### src/design/branch_and_cr_logic_unit_macros.svh
// assertion macros for the branch and cr logic unit
// expects clk_i and rst_ni in the scope of each use
`ifndef BRANCH_AND_CR_LOGIC_UNIT_MACROS_SVH
`define BRANCH_AND_CR_LOGIC_UNIT_MACROS_SVH

// property checked on every rising edge outside reset
`define BCR_ASSERT(name, prop) \
  name: assert property (@(posedge clk_i) disable iff (!rst_ni) (prop)) \
    else $error("bcr assertion failed");

// same check with a caller-supplied message
`define BCR_ASSERT_MSG(name, prop, msg) \
  name: assert property (@(posedge clk_i) disable iff (!rst_ni) (prop)) \
    else $error(msg);

`endif

### src/design/bcr_pkg.sv
// shared types and constants for the branch and cr logic unit
// no dependencies
package bcr_pkg;

  localparam int unsigned WordW   = 32;
  localparam int unsigned ActionW = 3;
  localparam int unsigned InW     = ActionW + 5 * WordW;     // 163 payload bits
  localparam int unsigned InTdW   = ((InW + 7) / 8) * 8;     // 168
  localparam int unsigned OutW    = 4 * WordW + 1;           // 129 payload bits
  localparam int unsigned OutTdW  = ((OutW + 7) / 8) * 8;    // 136

  localparam logic [WordW-1:0] SeqStep    = 32'd4;
  localparam logic [WordW-1:0] TargetMask = 32'hffff_fffc;

  typedef enum logic [ActionW-1:0] {
    ACT_BCCTR = 3'd0,
    ACT_BCLR  = 3'd1,
    ACT_MCRF  = 3'd2,
    ACT_CROR  = 3'd3,
    ACT_CRNOR = 3'd4,
    ACT_CRXOR = 3'd5,
    ACT_ISYNC = 3'd6
  } bcr_action_e;

  // input word, first field in the highest bits
  typedef struct packed {
    logic [WordW-1:0] pc;
    logic [WordW-1:0] count_reg_in;
    logic [WordW-1:0] link_reg_in;
    logic [WordW-1:0] cond_reg_in;
    logic [WordW-1:0] instruction;
    bcr_action_e      action;
  } bcr_item_t;

  // result word, first field in the highest bits
  typedef struct packed {
    logic [WordW-1:0] next_pc;
    logic             taken;
    logic [WordW-1:0] count_reg_out;
    logic [WordW-1:0] link_reg_out;
    logic [WordW-1:0] cond_reg_out;
  } bcr_res_t;

endpackage

### src/design/bcr_exec.sv
// combinational execute logic: branch condition, ctr/lr update, cr logical ops
// depends on bcr_pkg
module bcr_exec (
  input  bcr_pkg::bcr_item_t item_i,
  output bcr_pkg::bcr_res_t  res_o
);

  logic [4:0]  bo;
  logic [4:0]  bi;
  logic [4:0]  bb;
  logic        lk;
  logic [31:0] cr;
  logic [31:0] seq;
  logic [31:0] ctr_dec;
  logic        bit_a;
  logic        bit_b;
  logic        cond_ok;
  logic        ctr_ok;
  logic [4:0]  src_lo;
  logic [3:0]  src_field;
  logic [31:0] mcrf_cr;
  logic [31:0] setbit_cr;
  logic        set_val;

  assign bo      = item_i.instruction[25:21];
  assign bi      = item_i.instruction[20:16];
  assign bb      = item_i.instruction[15:11];
  assign lk      = item_i.instruction[0];
  assign cr      = item_i.cond_reg_in;
  assign seq     = item_i.pc + bcr_pkg::SeqStep;
  assign ctr_dec = item_i.count_reg_in - 32'd1;

  // cr bits are numbered from the msb
  assign bit_a   = cr[5'd31 - bi];
  assign bit_b   = cr[5'd31 - bb];
  assign cond_ok = bo[4] | (bit_a == bo[3]);
  // bclr tests the decremented ctr
  assign ctr_ok  = bo[2] | ((ctr_dec != 32'd0) != bo[1]);

  // mcrf: 4-bit field copy, field 0 is the top nibble
  assign src_lo    = 5'd28 - {bi[4:2], 2'b00};
  assign src_field = cr[src_lo +: 4];

  always_comb begin
    mcrf_cr = cr;
    for (int f = 0; f < 8; f++) begin
      if (bo[4:2] == 3'(f)) begin
        mcrf_cr[28 - 4*f +: 4] = src_field;
      end
    end
  end

  always_comb begin
    unique case (item_i.action)
      bcr_pkg::ACT_CROR:  set_val = bit_a | bit_b;
      bcr_pkg::ACT_CRNOR: set_val = ~(bit_a | bit_b);
      bcr_pkg::ACT_CRXOR: set_val = bit_a ^ bit_b;
      default:            set_val = 1'b0;
    endcase
    setbit_cr = cr;
    setbit_cr[5'd31 - bo] = set_val;
  end

  always_comb begin
    res_o.cond_reg_out  = cr;
    res_o.link_reg_out  = item_i.link_reg_in;
    res_o.count_reg_out = item_i.count_reg_in;
    res_o.taken         = 1'b0;
    res_o.next_pc       = seq;
    unique case (item_i.action)
      bcr_pkg::ACT_BCCTR: begin
        res_o.taken = cond_ok;
        if (cond_ok) begin
          res_o.next_pc = item_i.count_reg_in & bcr_pkg::TargetMask;
        end
        if (lk) begin
          res_o.link_reg_out = seq;
        end
      end
      bcr_pkg::ACT_BCLR: begin
        if (!bo[2]) begin
          res_o.count_reg_out = ctr_dec;
        end
        res_o.taken = cond_ok & ctr_ok;
        if (cond_ok && ctr_ok) begin
          res_o.next_pc = item_i.link_reg_in & bcr_pkg::TargetMask;
        end
        if (lk) begin
          res_o.link_reg_out = seq;
        end
      end
      bcr_pkg::ACT_MCRF: begin
        res_o.cond_reg_out = mcrf_cr;
      end
      bcr_pkg::ACT_CROR, bcr_pkg::ACT_CRNOR, bcr_pkg::ACT_CRXOR: begin
        res_o.cond_reg_out = setbit_cr;
      end
      default: begin
        // isync and the unused code change nothing
      end
    endcase
  end

endmodule

### src/design/bcr_out_reg.sv
// result register with valid/ready handshake toward the master side
// depends on bcr_pkg
module bcr_out_reg (
  input  logic              clk_i,
  input  logic              rst_ni,
  input  logic              valid_i,
  output logic              ready_o,
  input  bcr_pkg::bcr_res_t data_i,
  output logic              valid_o,
  input  logic              ready_i,
  output bcr_pkg::bcr_res_t data_o
);

  logic              valid_q;
  logic              valid_d;
  bcr_pkg::bcr_res_t data_q;

  assign ready_o = !valid_q || ready_i;
  assign valid_d = ready_o ? valid_i : valid_q;

  always_ff @(posedge clk_i or negedge rst_ni) begin
    if (!rst_ni) begin
      valid_q <= 1'b0;
    end else begin
      valid_q <= valid_d;
    end
  end

  always_ff @(posedge clk_i) begin
    if (valid_i && ready_o) begin
      data_q <= data_i;
    end
  end

  assign valid_o = valid_q;
  assign data_o  = data_q;

endmodule

### src/design/branch_and_cr_logic_unit.sv
// top level of the branch and cr logic unit: input register, execute logic,
// result register; depends on bcr_pkg, bcr_exec, bcr_out_reg and the macro header
//
// usage
//  - slave channel s_axis_*: one word per instruction carrying the action code,
//    the instruction word and the current cr, lr, ctr and pc
//  - master channel m_axis_*: one word per instruction with the new cr, lr, ctr,
//    the taken flag and the next pc
//  - a word is moved at a rising edge with tvalid and tready both high
//  - path: an accepted word waits in the input register; its result is loaded into
//    the result register and offered from there on the master side
//  - throughput: one instruction per cycle while m_axis_tready is high; the execute
//    logic is a single combinational pass between the two registers, no loop, no shared unit
//  - stall: when m_axis_tready is low the result register holds its word; one
//    more instruction may sit in the input register, after which s_axis_tready
//    drops until the master side drains
//  - reset (rst_ni low, asynchronous): both valid flags clear, nothing is
//    offered and s_axis_tready goes high
//  - no configuration and no state carried between instructions
`include "branch_and_cr_logic_unit_macros.svh"

module branch_and_cr_logic_unit (
  input  logic                       clk_i,
  input  logic                       rst_ni,
  // action[2:0], instruction[34:3], cond_reg_in[66:35], link_reg_in[98:67],
  // count_reg_in[130:99], pc[162:131], zero fill [167:163]
  input  logic [bcr_pkg::InTdW-1:0]  s_axis_tdata,
  input  logic                       s_axis_tvalid,
  output logic                       s_axis_tready,
  // cond_reg_out[31:0], link_reg_out[63:32], count_reg_out[95:64], taken[96],
  // next_pc[128:97], zero fill [135:129]
  output logic [bcr_pkg::OutTdW-1:0] m_axis_tdata,
  output logic                       m_axis_tvalid,
  input  logic                       m_axis_tready
);

  // input register
  logic               in_valid_q;
  logic               in_valid_d;
  bcr_pkg::bcr_item_t in_q;
  logic               s_fire;

  // execute result and result register
  bcr_pkg::bcr_res_t  exec_res;
  bcr_pkg::bcr_res_t  out_data;
  logic               out_ready;
  logic               out_load;

  // helpers for the checks below
  logic               in_is_branch;
  logic               lr_ctr_kept;

  assign s_fire        = s_axis_tvalid && s_axis_tready;
  assign out_load      = in_valid_q && out_ready;
  // room in the input register when empty or when its word moves on
  assign s_axis_tready = !in_valid_q || out_ready;

  always_comb begin
    in_valid_d = in_valid_q;
    if (s_fire) begin
      in_valid_d = 1'b1;
    end else if (out_load) begin
      in_valid_d = 1'b0;
    end
  end

  always_ff @(posedge clk_i or negedge rst_ni) begin
    if (!rst_ni) begin
      in_valid_q <= 1'b0;
    end else begin
      in_valid_q <= in_valid_d;
    end
  end

  // payload needs no reset
  always_ff @(posedge clk_i) begin
    if (s_fire) begin
      in_q <= bcr_pkg::bcr_item_t'(s_axis_tdata[bcr_pkg::InW-1:0]);
    end
  end

  bcr_exec u_exec (
    .item_i (in_q),
    .res_o  (exec_res)
  );

  bcr_out_reg u_out_reg (
    .clk_i   (clk_i),
    .rst_ni  (rst_ni),
    .valid_i (in_valid_q),
    .ready_o (out_ready),
    .data_i  (exec_res),
    .valid_o (m_axis_tvalid),
    .ready_i (m_axis_tready),
    .data_o  (out_data)
  );

  assign m_axis_tdata = {(bcr_pkg::OutTdW - bcr_pkg::OutW)'(0), out_data};

  assign in_is_branch = (in_q.action == bcr_pkg::ACT_BCCTR) ||
                        (in_q.action == bcr_pkg::ACT_BCLR);
  assign lr_ctr_kept  = (exec_res.link_reg_out == in_q.link_reg_in) &&
                        (exec_res.count_reg_out == in_q.count_reg_in);

  // only branches may report taken
  `BCR_ASSERT_MSG(a_taken_only_branch, (out_load && exec_res.taken) |-> in_is_branch, "taken on a non-branch")
  // non-branches leave lr and ctr alone
  `BCR_ASSERT(a_nonbranch_keeps_lr_ctr, (out_load && !in_is_branch) |-> lr_ctr_kept)
  // a taken target is word aligned
  `BCR_ASSERT(a_target_aligned, (out_load && exec_res.taken) |-> (exec_res.next_pc[1:0] == 2'b00))
  // an accepted word is held in the input register next cycle
  `BCR_ASSERT(a_accept_fills_in_reg, s_fire |=> in_valid_q)
  // back pressure only with a word waiting
  `BCR_ASSERT(a_stall_needs_word, !s_axis_tready |-> (in_valid_q && m_axis_tvalid))

endmodule
### config.mk
export PLATFORM = sky130hd
export DESIGN_NAME = branch_and_cr_logic_unit
export DESIGN_NICKNAME = d
export VERILOG_FILES = /design/src/design/bcr_pkg.sv /design/src/design/bcr_exec.sv /design/src/design/bcr_out_reg.sv /design/src/design/branch_and_cr_logic_unit.sv
export VERILOG_INCLUDE_DIRS = /design/src /design/src/design
export SDC_FILE = /design/constraint.sdc
export NUM_CORES = 1
export LEC_CHECK = 0
export BUFFER_PORTS_ARGS = -buffer_cell sky130_fd_sc_hd__buf_2
export CAP_MARGIN = 40
export CORE_MARGIN = 10
export CORE_UTILIZATION = 40
export DETAILED_ROUTE_END_ITERATION = 12
export GPL_ROUTABILITY_DRIVEN = 0
export SYNTH_ARGS = -nofsm -noshare
export SYNTH_HDL_FRONTEND = slang
export SYNTH_SLANG_ARGS = --single-unit
### constraint.sdc
create_clock -name clk_i -period 7.6 [get_ports clk_i]
set_input_delay 1.14 -clock clk_i [delete_from_list [all_inputs] [get_ports clk_i]]
set_output_delay 1.14 -clock clk_i [all_outputs]
set_load 0.02 [all_outputs]
---- Word level (Yosys, flattened, before mapping) ----
Cells that the tools add are included.
word-level totals
  logic and storage cells ................. 84
  input bits .............................. 172
  memories kept ........................... 0
  bits in read-only memories .............. 0
  latch bits .............................. 0
  RAM bits ................................ 0
  output and inout bits ................... 138
  flip-flop bits (word level) ............. 288
operators by class
  shift-type cells ........................ 1
  magnitude comparators ................... 4
  $mul .................................... 0
  mux-type cells .......................... 26
  reduce and logical (&&, ||, !) cells .... 14
  div/mod/pow operators ................... 0
  bitwise operators ....................... 6
  add/sub/neg operators ................... 6
  eq/ne operators ......................... 14
operators with widths
  operator                                                                      number
  32-bit 2-to-1 mux                                                             6
  33-bit one-hot mux with 2 select lines                                        1
  32-bit one-hot mux with 2 select lines                                        1
  32-bit by 3-bit adder with 32-bit output, second input constant               1
  32-bit bitwise mux                                                            1
  4-bit 2-to-1 mux                                                              8
  32-bit nonzero test                                                           1
  32-bit by 6-bit variable part select with 4-bit output                        1
  32-bit by 1-bit subtractor with 32-bit output, second input constant          1
  5-bit subtractor, first input constant                                        4
  3-bit == test, second input constant                                          6
  5-bit by 6-bit less-than comparator with 1-bit output, second input constant  3
  3-bit by 2-bit == test with 1-bit output, second input constant               4
  1-bit binary-select mux with 5-bit select                                     2
  3-bit by 1-bit == test with 1-bit output, second input constant               2
  3-bit logical NOT                                                             2
  1-bit demux with 5-bit select                                                 1
  5-bit by 1-bit >= comparator with 1-bit output, second input constant         1
  1-bit 2-to-1 mux                                                              5
  1-bit logical AND                                                             4
  1-bit OR                                                                      3
  1-bit one-hot mux with 3 select lines                                         1
  3-bit OR reduction                                                            1
  1-bit logical NOT                                                             2
  8 further kinds                                                               9

---- Depth between registers and ports, before layout ----
Gate-level depths: netlist (run 1).
  depth after elaboration ................. 8
  gate-level depth with buffers ........... 13
  depth with buffers taken out ............ 11

---- By module ----
From an unflattened synthesis (run 1), not the netlist that was laid out.
second synthesis, totals
  cells, all modules ...................... 962
  area, all modules ....................... 13341.5 sq um
by module, submodules not included
  module                    times used  cells an instance  seq. area each (sq um)  area each (sq um)
  branch_and_cr_logic_unit  1           175                4919.7                  5004.8
  bcr_exec                  1           654                0.0                     4409.2
  bcr_out_reg               1           133                3898.7                  3927.5

---- Least setup slack after synthesis (run 1) ----
No wires, ideal clock.
  kind .................................... in2reg
  start point ............................. in m_axis_tready
  end point ............................... reg in_q[0] (netlist bit), enable pin
  library setup time ...................... 0.523 ns
  arrival ................................. 4.808 ns
  data required time ...................... 7.077 ns
  cell stages on the path ................. 2
  setup slack ............................. 2.268 ns
  path buffers ............................ 0
  cells stage by stage .................... nand3b_1 -> and2_1
between the ends
  word-level cells in the longest chain between the ends .. 3
RTL lines
  what                  line                            text
  from (decl)           branch_and_cr_logic_unit.sv:34  input logic m_axis_tready
  1-bit logical OR      bcr_out_reg.sv:18               assign ready_o = !valid_q || ready_i;
  1-bit logical OR      branch_and_cr_logic_unit.sv:56  assign s_axis_tready = !in_valid_q || out_ready;
  1-bit logical AND     branch_and_cr_logic_unit.sv:53  assign s_fire = s_axis_tvalid && s_axis_tready;
  to (signal assigned)  branch_and_cr_logic_unit.sv:78  in_q <= bcr_pkg::bcr_item_t'(s_axis_tdata[bcr_pkg::InW-1:0]);
  to (decl)             branch_and_cr_logic_unit.sv:40  bcr_pkg::bcr_item_t in_q;
Every way passes these cells.
A chain may end at the register's enable or synchronous reset.

==> impl_metrics.py, run 1 <==
metrics = {
    "place": {
        "dp_hpwl_mm": 27.76,
        "dp_slack_ps": 3618,
        "placed_area_sq_um": 14510,
        "port_buffers": 281,
    },
    "cts": {
        "post-cts-setup-buffer-count": 0,
        "clk_pin_slew_ps": 60,
        "clockBufferDepth": 3,
        "cts_buffers": 30,
        "cts.sinks": 278,
        "clk_latency_ps": 560,
        "cts_root_buf": "clkbuf_16",
        "cts.htree.levels": 1,
        "cts_tree": "built",
        "cts_resized": 0,
        "ctsHoldBuffers": 0,
    },
    "synthesis": {
        "postSynth.asyncResetShare_pct": 0.7194,
        "synthMostInstantiatedCell": "edfxtp_1",
        "synth_edf_count": 276,
        "ys_top_cells_by_area": "edfxtp_1 65%, o21ai_0 4.0%, mux4_2 3.5%",
        "netlist_instances": 946,
        "synth_top_cell_area_share_pct": 65.00,
        "syn_area_sq_um": 12750,
        "ys_seq_elements": 278,
        "yosysWarnings": 0,
        "post_synth.cell_area_avg_sq_um": 13.48,
        "synth-main-ff-cell": "edfxtp_1",
        "ys_types": 57,
        "netlist_top_cells_count": "276 x edfxtp_1, 103 x o21ai_0, 102 x nand2_1",
        "yosys.area.top_type": "edfxtp_1",
        "ys_seq_area_share_pct": 65.39,
    },
    "drt": {
        "drtIter0Drc": 712,
        "drt_wl_total_mm": 37.02,
        "detail-route-antenna-nets": 0,
        "wl_per_cell_um": 22.52,
        "drt-pass1-iter-count": 5,
        "via_per_inst": 5.420,
        "drc_errors": 0,
        "via_count": 8910,
    },
    "timing": {
        "worstMarginPinSlew_ps": 852.3,
        "finalCritPeriodShare_pct": 53.50,
        "rsz0062_at_grt": "false",
        "slew_viol_final": 0,
        "min_period_ps": 4066,
        "hold_viol_final": 0,
        "finalWorstSetupSlack_ps": 3534,
        "tns_ps": 0,
        "slew_headroom_pct": 43.07,
        "clock_skew_ps": 13.81,
        "finalSetupViolCount": 0,
        "max_freq_ghz": 0.2460,
    },
    "global_routing": {
        "grt_pass1_wl_mm": 54.26,
        "grt_pass1_vias": 8687,
        "grt_usage_pct": 18.12,
        "antenna_found_initial": 5,
        "globalRouteOverflowTotal": 0,
        "grt_max_degree": 51,
    },
    "power_and_ir_drop": {
        "ir_drop_mv": 0.1608,
        "swShare_pct": 25.86,
        "p_switching_uw": 974.1,
        "power_frac_seq_pct": 51.3,
        "p_clk_share_pct": 36.6,
        "internal-power_mw": 2.793,
        "leakage_nw": 5.795,
        "powerDensity_nw_per_um2": 243.9,
        "p_comb_share_pct": 12.1,
    },
    "cells_and_area": {
        "stdcell_area_sq_um": 15440,
        "nNetsFinal": 1393,
        "fin_util_pct": 49.07,
        "drive_gt1_share_pct": 31.91,
        "fillers": 2814,
        "area_growth_pct": 21.12,
    },
    "critical_path": {
        "end_kind": "register",
        "arrival_ps": 4310,
        "start_kind": "register",
        "cp_max_fo": 14,
        "critPathKind": "register to register",
        "worstPathRequired_ps": 7850,
    },
    "outcome": {
        "status": "completed",
    },
    "floorplan": {
        "die_h_um": 198.5,
        "pin_count": 310,
        "design.die.area_sq_um": 39420,
        "chipWidth_um": 198.5,
        "start_util_pct": 40.51,
        "core_sq_um": 31470,
        "rows": 65,
    },
    "flow_run": {
        "cap_viol_max_count": 0,
    },
    "hold_path": {
        "min_path_type": "primary input to asynchronous set/reset pin",
    },
}
-- routing by layer --
layer | track usage (%) | vias to the layer above | wire, um
li1 | - | 4110 | -
met1 | 26.23 | 4280 | 16390
met2 | 26.46 | 462 | 16180
met3 | 4.343 | 56 | 3577
met4 | 5.143 | 2 | 862
met5 | 0 | - | 9
-- final timing paths --
path	startpoint	depth (start not counted)	to	slack, ps
hold / removal	rst_ni	1	in_valid_q$_DFFE_PN0P_	360
max in group asynchronous	rst_ni	1	u_out_reg.valid_o$_DFFE_PN0P_	7140
hold reg to reg	in_valid_q$_DFFE_PN0P_	1	u_out_reg.valid_o$_DFFE_PN0P_	490
setup reg to reg	in_q[19]$_DFFE_PP_	10	u_out_reg.data_o[20]$_DFFE_PP_	3530
setup / recovery	in_q[19]$_DFFE_PP_	10	u_out_reg.data_o[20]$_DFFE_PP_	3530
min in group clk_i	in_valid_q$_DFFE_PN0P_	1	u_out_reg.valid_o$_DFFE_PN0P_	490
-- flip-flops by register name, indices dropped and copies added, names as in the netlist --
| register | count |
|---|---|
| u_out_reg.valid_o | 1 |
| u_out_reg.data_o | 129 |
| in_q | 147 |
| in_valid_q | 1 |
-- final cells by class --
| class | instances | area, sq um | share of cell area (%) |
|---|---|---|---|
| Multi-Input combinational cell | 579 | 3996 | 25.88 |
| Clock inverter | 18 | 153.9 | 0.9965 |
| Inverter | 37 | 138.9 | 0.8993 |
| Tap cell | 402 | 503.0 | 3.257 |
| Sequential cell | 278 | 8338 | 53.99 |
| Timing Repair Buffer | 291 | 1534 | 9.933 |
| Clock buffer | 35 | 769.5 | 4.983 |
| Antenna cell | 4 | 10.01 | 0.06481 |
-- cell usage in the layout (no fill, tap or decap), drive strengths merged, types with 3 or more instances in the layout --
master	Yosys	layout
diode	0	4
edfxtp	276	276
o221ai	29	29
nand2	102	102
and2	8	8
o21ai	103	103
o31a	3	3
nand3b	3	3
mux2i	22	22
and4	5	5
nand4b	3	3
a211oi	3	3
xor2	38	38
nor2	40	40
nor4	16	16
or3	6	6
xnor2	25	25
clkinv	0	13
ha	4	4
conb	1	7
and3	10	10
a21oi	41	41
or2	5	5
nor3	12	12
mux4	20	20
nand4	9	9
clkbuf	33	35
inv	37	38
nand3	22	22
nor2b	12	12
buf	25	291
nand2b	12	12
-- worst max-delay path, stage by stage (launching register included) --
cell	delay, ps
edfxtp_1	860
mux4_2	610
o211ai_1	190
nand4_1	300
inv_1	130
ha_1	230
mux2i_1	170
nand2b_1	120
o21ai_0	170
a21oi_1	680
o21ai_0	300
-- power groups by stage --
stage                     clock [mW]  sequential [mW]  combinational, mW
after global routing            1.47             1.95              0.495
after detailed placement           0             1.96              0.458
after global placement             0             1.96              0.447
after floorplan                    0             2.01              0.227
after CTS                       1.41             1.93              0.460
final                           1.38             1.93              0.455
-- per-stage QoR --
step	instances	hold slack, ps	total power, mW
2_1_floorplan	952	449.0	2.233
3_3_place_gp	1582	472.8	2.410
3_5_place_dp	1587	491.0	2.423
4_1_cts	1640	337.6	3.801
5_1_grt	1644	332.2	3.915
6_report	1644	361.3	3.767
-- kinds of logic (layout without fill, tap and decap cells) --
group | Yosys count | in the layout | synth area share, %
DFF | 278 | 278 | 65.39
buffers and inverters | 95 | 381 | 3.562
adders and majority gates | 4 | 4 | 0.3925
AOI/OAI and AO/OA | 192 | 192 | 10.06
other | 1 | 11 | 0.02941
xor gates and xnor gates | 63 | 63 | 4.327
muxes | 42 | 42 | 5.260
and+or+nand+nor | 271 | 271 | 10.98
(Power assumes the default switching activity.)
==> run 2, diff against run 1 <==
--- a/config.mk
+++ b/config.mk
@@ -12,6 +12,7 @@
 export CORE_UTILIZATION = 40
 export DETAILED_ROUTE_END_ITERATION = 12
 export GPL_ROUTABILITY_DRIVEN = 0
+export PLACE_DENSITY = 0.65
 export SYNTH_ARGS = -nofsm -noshare
 export SYNTH_HDL_FRONTEND = slang
 export SYNTH_SLANG_ARGS = --single-unit
==> constraint.sdc (replaced) <==
create_clock -name clk_i -period 3.67 [get_ports clk_i]
set_input_delay 0.5505 -clock clk_i [delete_from_list [all_inputs] [get_ports clk_i]]
set_output_delay 0.5505 -clock clk_i [all_outputs]
set_load 0.02 [all_outputs]
==> impl_metrics.py, run 2 (synthesis gave the netlist of run 1 again) <==
metrics = {
    "outcome": {
        "status": "completed",
    },
    "cells_and_area": {
        "largest_reg_flops": 147,
        "final_common_cell": "buf_2",
        "drive_gt1_share_pct": 33.07,
        "nNetsFinal": 1408,
        "fillers": 2739,
        "final_cell_mix": "281 x buf_2, 276 x edfxtp_1, 103 x o21ai_0",
        "stdcell_area_sq_um": 15710,
        "area_growth_pct": 23.18,
        "regMostFlops": "in_q",
    },
    "cts": {
        "cts_buffers": 29,
        "clk_latency_ps": 570,
        "cts.sinks": 278,
        "cts_tree": "built",
        "cts.htree.levels": 1,
        "cts_resized": 0,
        "clk_pin_slew_ps": 60,
        "cts_root_buf": "clkbuf_16",
        "clockBufferDepth": 3,
    },
    "global_routing": {
        "grt_pass1_vias": 8937,
        "grt_max_degree": 65,
        "grt_usage_pct": 18.40,
        "antenna_found_initial": 8,
        "grt_pass1_wl_mm": 55.39,
        "globalRouteOverflowTotal": 0,
    },
    "floorplan": {
        "pin_count": 310,
        "design.die.area_sq_um": 39420,
        "die_h_um": 198.5,
        "rows": 65,
        "start_util_pct": 40.51,
        "chipWidth_um": 198.5,
        "core_sq_um": 31470,
    },
    "timing": {
        "slew_headroom_pct": 37.57,
        "hold_ws_ps": 157.4,
        "hold_viol_final": 0,
        "clock_skew_ps": 13.60,
        "slew_viol_final": 0,
        "tns_ps": 0,
        "min_period_ps": 3380,
        "max_freq_ghz": 0.2958,
        "worstMarginPinSlew_ps": 934.5,
        "rsz0062_at_grt": "false",
        "finalCritPeriodShare_pct": 92.11,
        "finalSetupViolCount": 0,
    },
    "critical_path": {
        "cp_max_fo": 29,
        "critPathKind": "register to register",
        "start_kind": "register",
        "end_kind": "register",
        "worstPathRequired_ps": 3960,
        "arrival_ps": 3670,
    },
    "drt": {
        "drtIter0Drc": 938,
        "via_per_inst": 5.351,
        "drt-pass1-iter-count": 6,
        "drc_errors": 0,
        "detail-route-antenna-nets": 0,
        "wl_per_cell_um": 22.29,
        "drt_wl_total_mm": 37.13,
        "via_count": 8915,
    },
    "place": {
        "placed_area_sq_um": 14670,
        "port_buffers": 281,
        "dp_hpwl_mm": 27.73,
    },
    "hold_path": {
        "min_path_type": "primary input to register",
    },
    "power_and_ir_drop": {
        "ir_drop_mv": 0.3520,
        "leakage_nw": 5.933,
        "powerDensity_nw_per_um2": 513.8,
    },
    "flow_run": {
        "cap_viol_max_count": 0,
    },
}
## run 2: metal layers
metal  routed length [um]  vias to the layer above  global-route usage [%]
met5                    7                        -                       0
met4                 1012                        2                   5.764
met3                 3401                       63                   4.089
met2                17060                      441                   28.31
met1                15650                     4269                   25.42
li1                     -                     4140                       -
## run 2: path summary, 6_finish.rpt
kind	from	endpoint	slack [ps]	cells past startpoint
hold / removal	s_axis_tdata[37]	in_q[37]$_DFFE_PP_	160	1
hold reg to reg	in_valid_q$_DFFE_PN0P_	u_out_reg.valid_o$_DFFE_PN0P_	510	1
min in group asynchronous	rst_ni	in_valid_q$_DFFE_PN0P_	300	2
setup reg to reg	in_q[99]$_DFFE_PP_	u_out_reg.data_o[121]$_DFFE_PP_	290	9
setup / recovery	in_q[99]$_DFFE_PP_	u_out_reg.data_o[121]$_DFFE_PP_	290	9
max in group asynchronous	rst_ni	u_out_reg.valid_o$_DFFE_PN0P_	3280	2
## run 2: stage by stage
stage          setup slack (ps)  cells  power (mW)  utilization (%)
2_1_floorplan             461.3    952       4.608                -
3_3_place_gp              304.0   1598       5.008            46.40
3_5_place_dp              327.8   1602       5.040            46.60
4_1_cts                   277.9   1657       8.155            49.83
5_1_grt                   94.27   1663       8.399            49.88
6_report                  289.7   1666       8.070            49.90
## run 2: power by group
part | switching, mW | internal, mW | total [mW]
combinational | 0.626 | 0.366 | 0.992
sequential | 0.177 | 3.80 | 3.98
clock | 1.25 | 1.85 | 3.10
## run 2: final cells by class
type	count	area, sq um	area share, %
inverters	37	138.9	0.8843
flip-flops and latches	278	8338	53.09
diodes	9	22.52	0.1434
repair buffers	307	1702	10.83
well taps	402	503.0	3.202
clock buffers	36	772.0	4.915
clock inverters	18	234.0	1.490
multi-input cells	579	3996	25.44
## run 2: what timing repair did
item,4_1_cts,5_1_grt
hold buffers,1,0
hold endpoints to repair,2,0
setup buffers,0,0
## run 2: critical path, stage by stage (launching register included)
cell      delay, ps
edfxtp_1        470
inv_1           140
ha_1            450
nand3_2         230
o31a_1          340
nor4_1          270
and4_1          360
a211o_2         180
buf_4           440
o221ai_1        180
